$ cat config.mk
export PLATFORM = sky130hd
export DESIGN_NAME = kts_ctrl
export DESIGN_NICKNAME = d
export VERILOG_FILES = /design/src/hdl/kts_pkg.sv /design/src/hdl/kts_ctrl.sv
export VERILOG_INCLUDE_DIRS = /design/src /design/src/hdl
export SDC_FILE = /design/constraint.sdc
export NUM_CORES = 1
export LEC_CHECK = 0
export ABC_AREA = 1
export BUFFER_PORTS_ARGS = -buffer_cell sky130_fd_sc_hd__buf_2
export CORE_MARGIN = 3
export CORE_UTILIZATION = 25
export CTS_CLUSTER_DIAMETER = 50
export DETAILED_ROUTE_END_ITERATION = 6
export GPL_TIMING_DRIVEN = 0
export PLACE_DENSITY = 0.61
export SLEW_MARGIN = 20
export SYNTH_ARGS = -nofsm -noshare
export SYNTH_HDL_FRONTEND = slang
export SYNTH_SLANG_ARGS = --single-unit
$ cat constraint.sdc
create_clock -name clk -period 1.5 [get_ports clk]
set_clock_uncertainty 0.15 [all_clocks]
set_input_delay 0.225 -clock clk [delete_from_list [all_inputs] [get_ports clk]]
set_output_delay 0.225 -clock clk [all_outputs]
set_load 0.01 [all_outputs]
$ cat src/hdl/keyframe_track_sampler_top_assert.svh
// Assertion macros shared by the keyframe track sampler RTL.
// Each macro expects signals named clk and rst_n in the using module.
`ifndef KEYFRAME_TRACK_SAMPLER_TOP_ASSERT_SVH
`define KEYFRAME_TRACK_SAMPLER_TOP_ASSERT_SVH
// same-cycle implication, disabled during reset
`define KTS_ASSERT_NOW(label, ante, cons, msg) \
label: assert property (@(posedge clk) disable iff (!rst_n) (ante) |-> (cons)) \
    else $error(msg);
// next-cycle implication, disabled during reset
`define KTS_ASSERT_NEXT(label, ante, cons, msg) \
label: assert property (@(posedge clk) disable iff (!rst_n) (ante) |=> (cons)) \
    else $error(msg);
`endif

$ cat src/hdl/kts_pkg.sv
`timescale 1ns / 1ps
// Shared types and constants for the keyframe track sampler.
// No dependencies; imported by every module of the block.
package kts_pkg;

    localparam int DIVIDEND_W = 48;
    localparam int DIVISOR_W  = 33;
    localparam int ROOT_W     = 32;
    localparam int RADICAND_W = 64;

    localparam logic [16:0] FRAC_ONE = 17'h1_0000;
    localparam logic [31:0] Q_ONE    = 32'h0001_0000;

    localparam logic ACTION_WRITE = 1'b0;
    localparam logic ACTION_QUERY = 1'b1;

    localparam logic CFG_KEY_COUNT  = 1'b0;
    localparam logic CFG_TRACK_KIND = 1'b1;

    typedef struct packed {
        logic [31:0] t;
        logic [31:0] x;
        logic [31:0] y;
        logic [31:0] z;
        logic [31:0] w;
    } key_t;

    typedef enum logic [2:0] {
        RD_ZERO,
        RD_LAST,
        RD_MID,
        RD_LO,
        RD_UP
    } rd_sel_t;

    typedef enum logic {
        DIV_FRAC,
        DIV_NORM
    } div_sel_t;

    typedef enum logic [4:0] {
        S_IDLE,
        S_START,
        S_CHK0,
        S_CHKL,
        S_SEARCH,
        S_SCMP,
        S_LO,
        S_UP,
        S_FDIV,
        S_LMUL,
        S_LADD,
        S_LDONE,
        S_SQMUL,
        S_SQACC,
        S_SQRT_GO,
        S_SQRT,
        S_NDIV_GO,
        S_NDIV_WAIT,
        S_EMIT
    } state_t;

    typedef struct packed {
        logic     mem_wr;
        logic     q_load;
        logic     rd_en;
        rd_sel_t  rd_sel;
        logic     res_zero;
        logic     res_from_rd;
        logic     res_from_c;
        logic     srch_init;
        logic     srch_step;
        logic     a_load;
        logic     b_load;
        logic     div_start;
        div_sel_t div_sel;
        logic     f_zero;
        logic     f_from_div;
        logic     k_clr;
        logic     k_inc;
        logic     lmul;
        logic     ladd;
        logic     sq_clr;
        logic     sqmul;
        logic     sqacc;
        logic     sqrt_start;
        logic     ndiv_store;
        logic     out_load;
    } cmd_t;

    typedef struct packed {
        logic n_zero;
        logic n_one;
        logic rd_ge_q;
        logic rd_le_q;
        logic count_zero;
        logic rd_le_tp;
        logic q_le_tp;
        logic k_last;
        logic div_busy;
        logic div_done;
        logic sqrt_busy;
        logic sqrt_done;
        logic quat;
        logic out_free;
    } sts_t;

endpackage

$ cat src/hdl/kts_ctrl.sv
`timescale 1ns / 1ps
// Controller FSM: sequences write, search, lerp and renormalize steps.
// Depends on kts_pkg and the assertion macro header.
`include "keyframe_track_sampler_top_assert.svh"
module kts_ctrl (
    input  logic            clk,
    input  logic            rst_n,
    input  logic            in_valid,
    input  logic            in_action,
    output logic            in_ready,
    input  kts_pkg::sts_t   sts,
    output kts_pkg::cmd_t   cmd
);
    import kts_pkg::*;

    state_t state_reg;
    state_t state_next;

    always_ff @(posedge clk or negedge rst_n)
    begin
        if (!rst_n)
            state_reg <= S_IDLE;
        else
            state_reg <= state_next;
    end

    always_comb
    begin
        state_next = state_reg;
        case (state_reg)
            S_IDLE:
                if (in_valid && in_action == ACTION_QUERY)
                    state_next = S_START;
            S_START:
                state_next = sts.n_zero ? S_EMIT : S_CHK0;
            S_CHK0:
                state_next = (sts.n_one || sts.rd_ge_q) ? S_EMIT : S_CHKL;
            S_CHKL:
                state_next = sts.rd_le_q ? S_EMIT : S_SEARCH;
            S_SEARCH:
                state_next = sts.count_zero ? S_LO : S_SCMP;
            S_SCMP:
                state_next = S_SEARCH;
            S_LO:
                state_next = S_UP;
            S_UP:
                if (sts.rd_le_tp)
                    state_next = S_EMIT;
                else if (sts.q_le_tp)
                    state_next = S_LMUL;
                else
                    state_next = S_FDIV;
            S_FDIV:
                if (sts.div_done)
                    state_next = S_LMUL;
            S_LMUL:
                state_next = S_LADD;
            S_LADD:
                state_next = sts.k_last ? S_LDONE : S_LMUL;
            S_LDONE:
                state_next = sts.quat ? S_SQMUL : S_EMIT;
            S_SQMUL:
                state_next = S_SQACC;
            S_SQACC:
                state_next = sts.k_last ? S_SQRT_GO : S_SQMUL;
            S_SQRT_GO:
                state_next = S_SQRT;
            S_SQRT:
                if (sts.sqrt_done)
                    state_next = S_NDIV_GO;
            S_NDIV_GO:
                state_next = S_NDIV_WAIT;
            S_NDIV_WAIT:
                if (sts.div_done)
                    state_next = sts.k_last ? S_EMIT : S_NDIV_GO;
            S_EMIT:
                if (sts.out_free)
                    state_next = S_IDLE;
            default:
                state_next = S_IDLE;
        endcase
    end

    always_comb
    begin
        cmd      = '0;
        in_ready = 1'b0;
        case (state_reg)
            S_IDLE:
            begin
                in_ready = 1'b1;
                if (in_valid)
                begin
                    cmd.mem_wr = in_action == ACTION_WRITE;
                    cmd.q_load = in_action == ACTION_QUERY;
                end
            end
            S_START:
                if (sts.n_zero)
                    cmd.res_zero = 1'b1;
                else
                begin
                    cmd.rd_en  = 1'b1;
                    cmd.rd_sel = RD_ZERO;
                end
            S_CHK0:
                if (sts.n_one || sts.rd_ge_q)
                    cmd.res_from_rd = 1'b1;
                else
                begin
                    cmd.rd_en  = 1'b1;
                    cmd.rd_sel = RD_LAST;
                end
            S_CHKL:
                if (sts.rd_le_q)
                    cmd.res_from_rd = 1'b1;
                else
                    cmd.srch_init = 1'b1;
            S_SEARCH:
            begin
                cmd.rd_en  = 1'b1;
                cmd.rd_sel = sts.count_zero ? RD_LO : RD_MID;
            end
            S_SCMP:
                cmd.srch_step = 1'b1;
            S_LO:
            begin
                cmd.a_load = 1'b1;
                cmd.rd_en  = 1'b1;
                cmd.rd_sel = RD_UP;
            end
            S_UP:
            begin
                cmd.b_load = 1'b1;
                cmd.k_clr  = 1'b1;
                if (sts.rd_le_tp)
                    cmd.res_from_rd = 1'b1;
                else if (sts.q_le_tp)
                    cmd.f_zero = 1'b1;
                else
                begin
                    cmd.div_start = 1'b1;
                    cmd.div_sel   = DIV_FRAC;
                end
            end
            S_FDIV:
                cmd.f_from_div = sts.div_done;
            S_LMUL:
                cmd.lmul = 1'b1;
            S_LADD:
            begin
                cmd.ladd  = 1'b1;
                cmd.k_inc = !sts.k_last;
            end
            S_LDONE:
                if (sts.quat)
                begin
                    cmd.sq_clr = 1'b1;
                    cmd.k_clr  = 1'b1;
                end
                else
                    cmd.res_from_c = 1'b1;
            S_SQMUL:
                cmd.sqmul = 1'b1;
            S_SQACC:
            begin
                cmd.sqacc = 1'b1;
                cmd.k_inc = !sts.k_last;
            end
            S_SQRT_GO:
            begin
                cmd.sqrt_start = 1'b1;
                cmd.k_clr      = 1'b1;
            end
            S_SQRT:
                cmd.div_sel = DIV_NORM;
            S_NDIV_GO:
            begin
                cmd.div_start = 1'b1;
                cmd.div_sel   = DIV_NORM;
            end
            S_NDIV_WAIT:
            begin
                cmd.div_sel = DIV_NORM;
                if (sts.div_done)
                begin
                    cmd.ndiv_store = 1'b1;
                    cmd.k_inc      = !sts.k_last;
                end
            end
            S_EMIT:
                cmd.out_load = sts.out_free;
            default:
                cmd = '0;
        endcase
    end

    `KTS_ASSERT_NOW(a_div_free, cmd.div_start, !sts.div_busy, "divider started while busy")
    `KTS_ASSERT_NOW(a_sqrt_free, cmd.sqrt_start, !sts.sqrt_busy, "sqrt started while busy")
    `KTS_ASSERT_NOW(a_out_free, cmd.out_load, sts.out_free, "result loaded over a waiting beat")
    `KTS_ASSERT_NEXT(a_div_wait, cmd.div_start, state_reg == S_FDIV || state_reg == S_NDIV_WAIT, "no wait state after divider start")

endmodule

==> results_dict.tcl, run 1 <==
set metrics [dict create \
    postRouteAntennaNets 0 \
    worstSetupStartpointType "flip-flop" \
    max_slew.worst_pin.slew_ps 271.3 \
    worstReg2RegStart "state_reg[0]" \
    yosys.area_share.simple 0.5974 \
    remaining_drc_errors 0 \
    critical_path.endpoint_type "output pin" \
    layout.cells.most_common_list "buf_2 (39), buf_4 (32), nand2_1 (28), buf_6 (18), inv_1 (17)" \
    critical_path.max_fanout 6 \
    layout_commonest_cell "buf_2" \
    register_bit_total_from_synthesis 5 \
    min_path_type "in2async" \
    setup_tns_ps -11110 \
    layout_min_cycle_time_ps 1953 \
    yosys.cell_types.count 21 \
    setup_slack_of_the_most_critical_reg_to_reg_path_ps -420 \
    postSynth.topFlopCell "dfrtp_1" \
    mappedNetlistArea_um2 764.5 \
    max_capacitance_violation_count 0 \
    initial_cell_density_of_the_core 0.2702 \
    grt_first_pass_wirelength_um 5747 \
    worst_skew_pair.late_latency_ps 240 \
    drt-initial-drc-count 66 \
    average_wire_per_cell_in_the_routed_design_um 14.73 \
    syn_inst 144 \
    crit_path_cell_trace "nor2_4, buf_4, inv_2, nor2_2, a22o_1, buf_2" \
    tritoncts "yes" \
    fmax_ghz 0.5120 \
    coreArea_um2 2829 \
    synth_compound_area_frac 0.06710 \
    ctsHtreeMaxLevel 1 \
    ctsRootBufferMaster "clkbuf_4" \
    timing_worst_setup_path_type "reg2out" \
    synth_async_sr_flop_share 1.000 \
    num_rows 19 \
    design.die.area_um2 3758 \
    synth_top_family_by_area "simple AND/OR/NAND/NOR gates" \
    timing_hold_violations_final 0 \
    arrival_ps 1580 \
    ys_seq_area_frac 0.1637 \
    final_critical_path_setup_slack_ps -453.0 \
    synth_enable_flop_cells 0 \
    grt_max_degree 8 \
    final_util 0.6011 \
    drt_first_pass_iters 4 \
    grt.total_usage 0.2070 \
    maxSlewViolCount 0 \
    first_global_vias 1239 \
    place.port_buffers 43 \
    r2r.worst_path.cells 12 \
    die_height_um 61.30 \
    area.growth.synth_to_final_pct 122.4 \
    vdd_drop_max_mv 0.6339 \
    largest_reg_flops 5 \
    syn-mean-instance-area_um2 5.309 \
    synth_fa_ha_area_frac 0 \
    cellLeakagePower_nw 0.9988 \
    routed_wirelength_um 3962 \
    rsz_0062_raised_after_global_routing "yes" \
    post_drt_via_cell_ratio 4.993 \
    worstReg2RegEnd "state_reg[1]" \
    globalplace.congestion 0.9581 \
    clock-sinks 5 \
    antenna_cells_inserted 0 \
    finish.net_count 257 \
    finalCritPeriodShare 1.302 \
    cts_max_path_buffers 2 \
    synth_xor_xnor_area_share 0 \
    status "finished, violations left" \
    antenna_found_initial 0 \
    boundaryPins 46 \
    worst_slew_margin_rel 0.8190 \
    detailedPlacementHpwl_um 2133 \
    critPathRequiredTime_ps 1120 \
    worst_path_max_delay_cell "dfrtp_2" \
    clk_pin_slew_ps 40 \
    globalRouteOverflowTotal 0 \
    yosysWarningCount 0 \
    via_count 1343 \
    failed_checks "negative setup slack" \
    post_synth_mux_area_share 0 \
    finalSetupViolCount 33 \
    tritoncts.num_buffers 3 \
    critical_path.max_stage_delay_ps 480 \
    die_span_x_um 61.30 \
    power-per-cell-area_nw_per_um2 1401 \
    drive_above_1_share 0.6218 \
    synthesis.nets 162 \
]
## power by group
part | leakage (nW) | internal (mW) | switching [mW]
clock | 0.0150 | 0.101 | 0.0562
sequential | 0.0596 | 0.190 | 0.0780
combinational | 0.924 | 0.898 | 1.06
total | 0.999 | 1.19 | 1.19
## worst max-delay path by stage
stage | from | to | slack [ps] | cells past startpoint
after floorplan | state_reg[1] | cmd[8] | -50 | 6
after global placement | state_reg[4] | cmd[13] | -340 | 6
after detailed placement | state_reg[4] | cmd[13] | -340 | 6
after CTS | state_reg[3] | cmd[13] | -380 | 5
after global routing | state_reg[3] | cmd[12] | -530 | 6
final | state_reg[3] | cmd[13] | -450 | 6
## stage by stage
step | cell area, um2 | total power [mW] | setup WS [ps] | std cells | hold WS [ps]
4_1_cts | 1551 | 2.042 | -378.2 | 260 | 180.4
5_1_grt | 1700 | 2.540 | -529.3 | 269 | 196.2
3_5_place_dp | 1047 | 1.271 | -335.0 | 218 | -106.6
6_report | 1700 | 2.382 | -453.0 | 269 | 177.9
2_1_floorplan | 793.3 | 0.9697 | -49.31 | 144 | -220.6
3_3_place_gp | 1047 | 1.279 | -343.1 | 218 | -105.3
## synth_stat cells (2+ instances only)
| cell | number | area (um2) |
|---|---|---|
| nand2_1 | 35 | 131.4 |
| nand3b_1 | 3 | 22.52 |
| o21ai_0 | 4 | 20.02 |
| nand3_1 | 18 | 90.09 |
| dfrtp_1 | 5 | 125.1 |
| nand4_1 | 3 | 18.77 |
| inv_1 | 26 | 97.59 |
| nor2_2 | 6 | 37.54 |
| inv_2 | 2 | 7.510 |
| nor3_1 | 4 | 20.02 |
| nor2_1 | 28 | 105.1 |
## layout make-up
type / count / area, um2
multi-input cells: 108 / 694.4
inverters: 28 / 107.6
clock buffers: 4 / 26.28
repair buffers: 90 / 669.4
plain buffers: 3 / 33.78
well taps: 31 / 38.79
fillers: 241 / 1129
flip-flops and latches: 5 / 130.1
## critical path: cells and delay by family (launching register included)
kind | cells | cell delay, ps
AO/OA/AOI/OAI | 1 | 160
buffers and inverters | 3 | 350
flip-flops | 1 | 480
AND/OR/NAND/NOR | 2 | 350
## cell families after synthesis
family	Yosys count
AOI/OAI and AO/OA	8
buffers and inverters	31
DFF	5
and+or+nand+nor	100
## routing by layer
metal  wire [um]  vias to the layer above  share of wire  global-route usage
met3         447                       16           0.11             0.03774
met5           0                        -              0                   0
li1            -                      641              -                   -
met2        1889                       88           0.48              0.3308
met1        1455                      598           0.37              0.2676
met4         169                        0          0.043             0.09907
## timing repair
action                                  4_1_cts  5_1_grt
pin swaps                                    20       16
hold buffers                                  1        0
endpoints found under the setup margin       33       33
resized for setup                            48       25
endpoints found under the hold margin         5        0
setup buffers                                40       12
Note: power is estimated with default switching activity, not from simulation.
==> run 2: changes to the inputs <==
Settings changed: PLACE_DENSITY 0.61 to 0.59.
Clock period 1.5 ns to 2.45 ns, I/O delays scaled along.
==> run 2 against run 1 <==
Compared with the run above:
- the flow now finishes without violations
- clock power decreased by 39%
- final cell count decreased by 17%
- via count decreased by 24%
- die area unchanged
- critical path depth unchanged
- global-route usage decreased by 6.3 points
==> results_dict.tcl, run 2 (same netlist as run 1, synthesis figures left out) <==
set metrics [dict create \
    status "finished clean" \
    timing_worst_setup_path_type "reg2out" \
    globalRouteOverflowTotal 0 \
    final_critical_path_setup_slack_ps 199.5 \
    fmax_ghz 0.4443 \
    clk_pin_slew_ps 40 \
    boundaryPins 46 \
    grt_max_degree 11 \
    critPathTopFamily "simple AND/OR/NAND/NOR gates" \
    cellLeakagePower_nw 0.7307 \
    design.die.area_um2 3758 \
    post_drt_via_cell_ratio 4.578 \
    place_ws_ps 454.7 \
    initial_cell_density_of_the_core 0.2702 \
    die_span_x_um 61.30 \
    die_height_um 61.30 \
    finalSetupViolCount 0 \
    place.port_buffers 43 \
    worst_setup_startpoint "state_reg[2]" \
    setup_slack_of_the_most_critical_reg_to_reg_path_ps 730 \
    critical_path.endpoint_type "output pin" \
    worstPathBufferInverterCount 1 \
    area.growth.synth_to_final_pct 37.97 \
    antenna_cells_inserted 0 \
    via_count 1021 \
    postRouteAntennaNets 0 \
    worstSetupStartpointType "flip-flop" \
    ctsHtreeMaxLevel 1 \
    crit_top_cell "nor2_1" \
    grt.total_usage 0.1439 \
    critPathRequiredTime_ps 1930 \
    worst_skew_pair.late_latency_ps 240 \
    crit_path_cell_trace "nor2_2, nand3_1, nor2_1, nor3_1, nor2_1, buf_2" \
    remaining_drc_errors 0 \
    drt_first_pass_iters 4 \
    grt_first_pass_wirelength_um 4077 \
    finish.net_count 211 \
    drt-initial-drc-count 47 \
    rsz_0062_raised_after_global_routing "no" \
    worst_path_max_delay_cell "dfrtp_1" \
    maxSlewViolCount 0 \
    first_global_vias 938 \
    critical_path.max_stage_delay_ps 440 \
    arrival_ps 1730 \
    worst_slew_margin_rel 0.7219 \
    drive_above_1_share 0.3177 \
    layout_min_cycle_time_ps 2251 \
    layout_commonest_cell "buf_2" \
    timing.hold.worst.start "sts[4]" \
    num_rows 19 \
    largest_reg_flops 5 \
    setup_tns_ps 0 \
    antenna_found_initial 0 \
    clock-sinks 5 \
    tritoncts "yes" \
    timing_hold_violations_final 0 \
    critical_path.max_fanout 9 \
    tritoncts.num_buffers 3 \
    globalplace.congestion 0.9023 \
    coreArea_um2 2829 \
    detailedPlacementHpwl_um 2149 \
    average_wire_per_cell_in_the_routed_design_um 11.39 \
    power-per-cell-area_nw_per_um2 802.9 \
    ctsRootBufferMaster "clkbuf_4" \
    min_path_type "in2reg" \
    vdd_drop_max_mv 0.3439 \
    max_slew.worst_pin.slew_ps 416.7 \
    cts_max_path_buffers 2 \
    layout.cells.most_common_list "buf_2 (44), nand2_1 (35), nor2_1 (28), inv_1 (26), nand3_1 (18)" \
    routed_wirelength_um 2541 \
    worstReg2RegStart "state_reg[2]" \
    finalCritPeriodShare 0.9186 \
    max_capacitance_violation_count 0 \
    post-cts-setup-buffer-count 0 \
]
## run 2: cell types whose count changed in the layout (fill, tap and decap cells not counted), moves of 6 or more
cell / before / now
buf_6: 18 / 0
nand2_1: 28 / 35
buf_4: 32 / 1
nand2_2: 6 / 0
inv_1: 17 / 26
inv_2: 10 / 2
nor2_4: 10 / 1
nor2_1: 16 / 28
## run 2: metrics by stage
stage	utilization	instance area, um2	std cells	power (mW)	hold slack (ps)
final	0.3728	1055	223	0.8468	293.6
after floorplan	-	764.5	144	0.5671	-78.09
after CTS	0.3728	1055	223	0.8552	290.5
after global placement	0.3600	1018	218	0.7544	36.29
after detailed placement	0.3600	1018	218	0.7525	35.76
after global routing	0.3728	1055	223	0.9484	322.2
## run 2: metal layers
metal	global-route usage	wire, um	up-vias
met5	0	0	-
met4	0.01548	0	0
met3	0.03145	199	0
met2	0.2221	1063	48
met1	0.2111	1278	426
li1	-	-	547
## run 2: report_power, final
part	total, mW	internal (mW)	switching (mW)
logic	0.611	0.209	0.402
registers	0.140	0.113	0.0275
clock network	0.0959	0.0616	0.0343
total	0.847	0.383	0.464
## run 2: final cells by class
cell class              instances  area [um2]
repair buffers                 44       225.2
inverters                      28       105.1
flip-flops and latches          5       125.1
fillers                       318        1774
plain buffers                   3       26.28
multi-input cells             108       508.0
well taps                      31       38.79
clock buffers                   4       26.28
## run 2: worst paths after layout
| path | endpoint | cells past startpoint |
|---|---|---|
| worst max register to register | state_reg[4] | 6 |
| max in group asynchronous | state_reg[3] | 2 |
| min in group asynchronous | state_reg[1] | 2 |
| worst min-delay path | state_reg[0] | 4 |
| worst min register to register | state_reg[3] | 2 |
| worst max-delay path | cmd[8] | 6 |
## run 2: tightest hold or removal path: stages
cell	delay, ps
buf_2	100
o21ai_0	80
inv_1	50
nand2_1	40
## run 2: repair_timing
action | in CTS | in global routing
hold buffers | 1 | 0
endpoints found under the hold margin | 5 | 0
resized for setup | 0 | 0
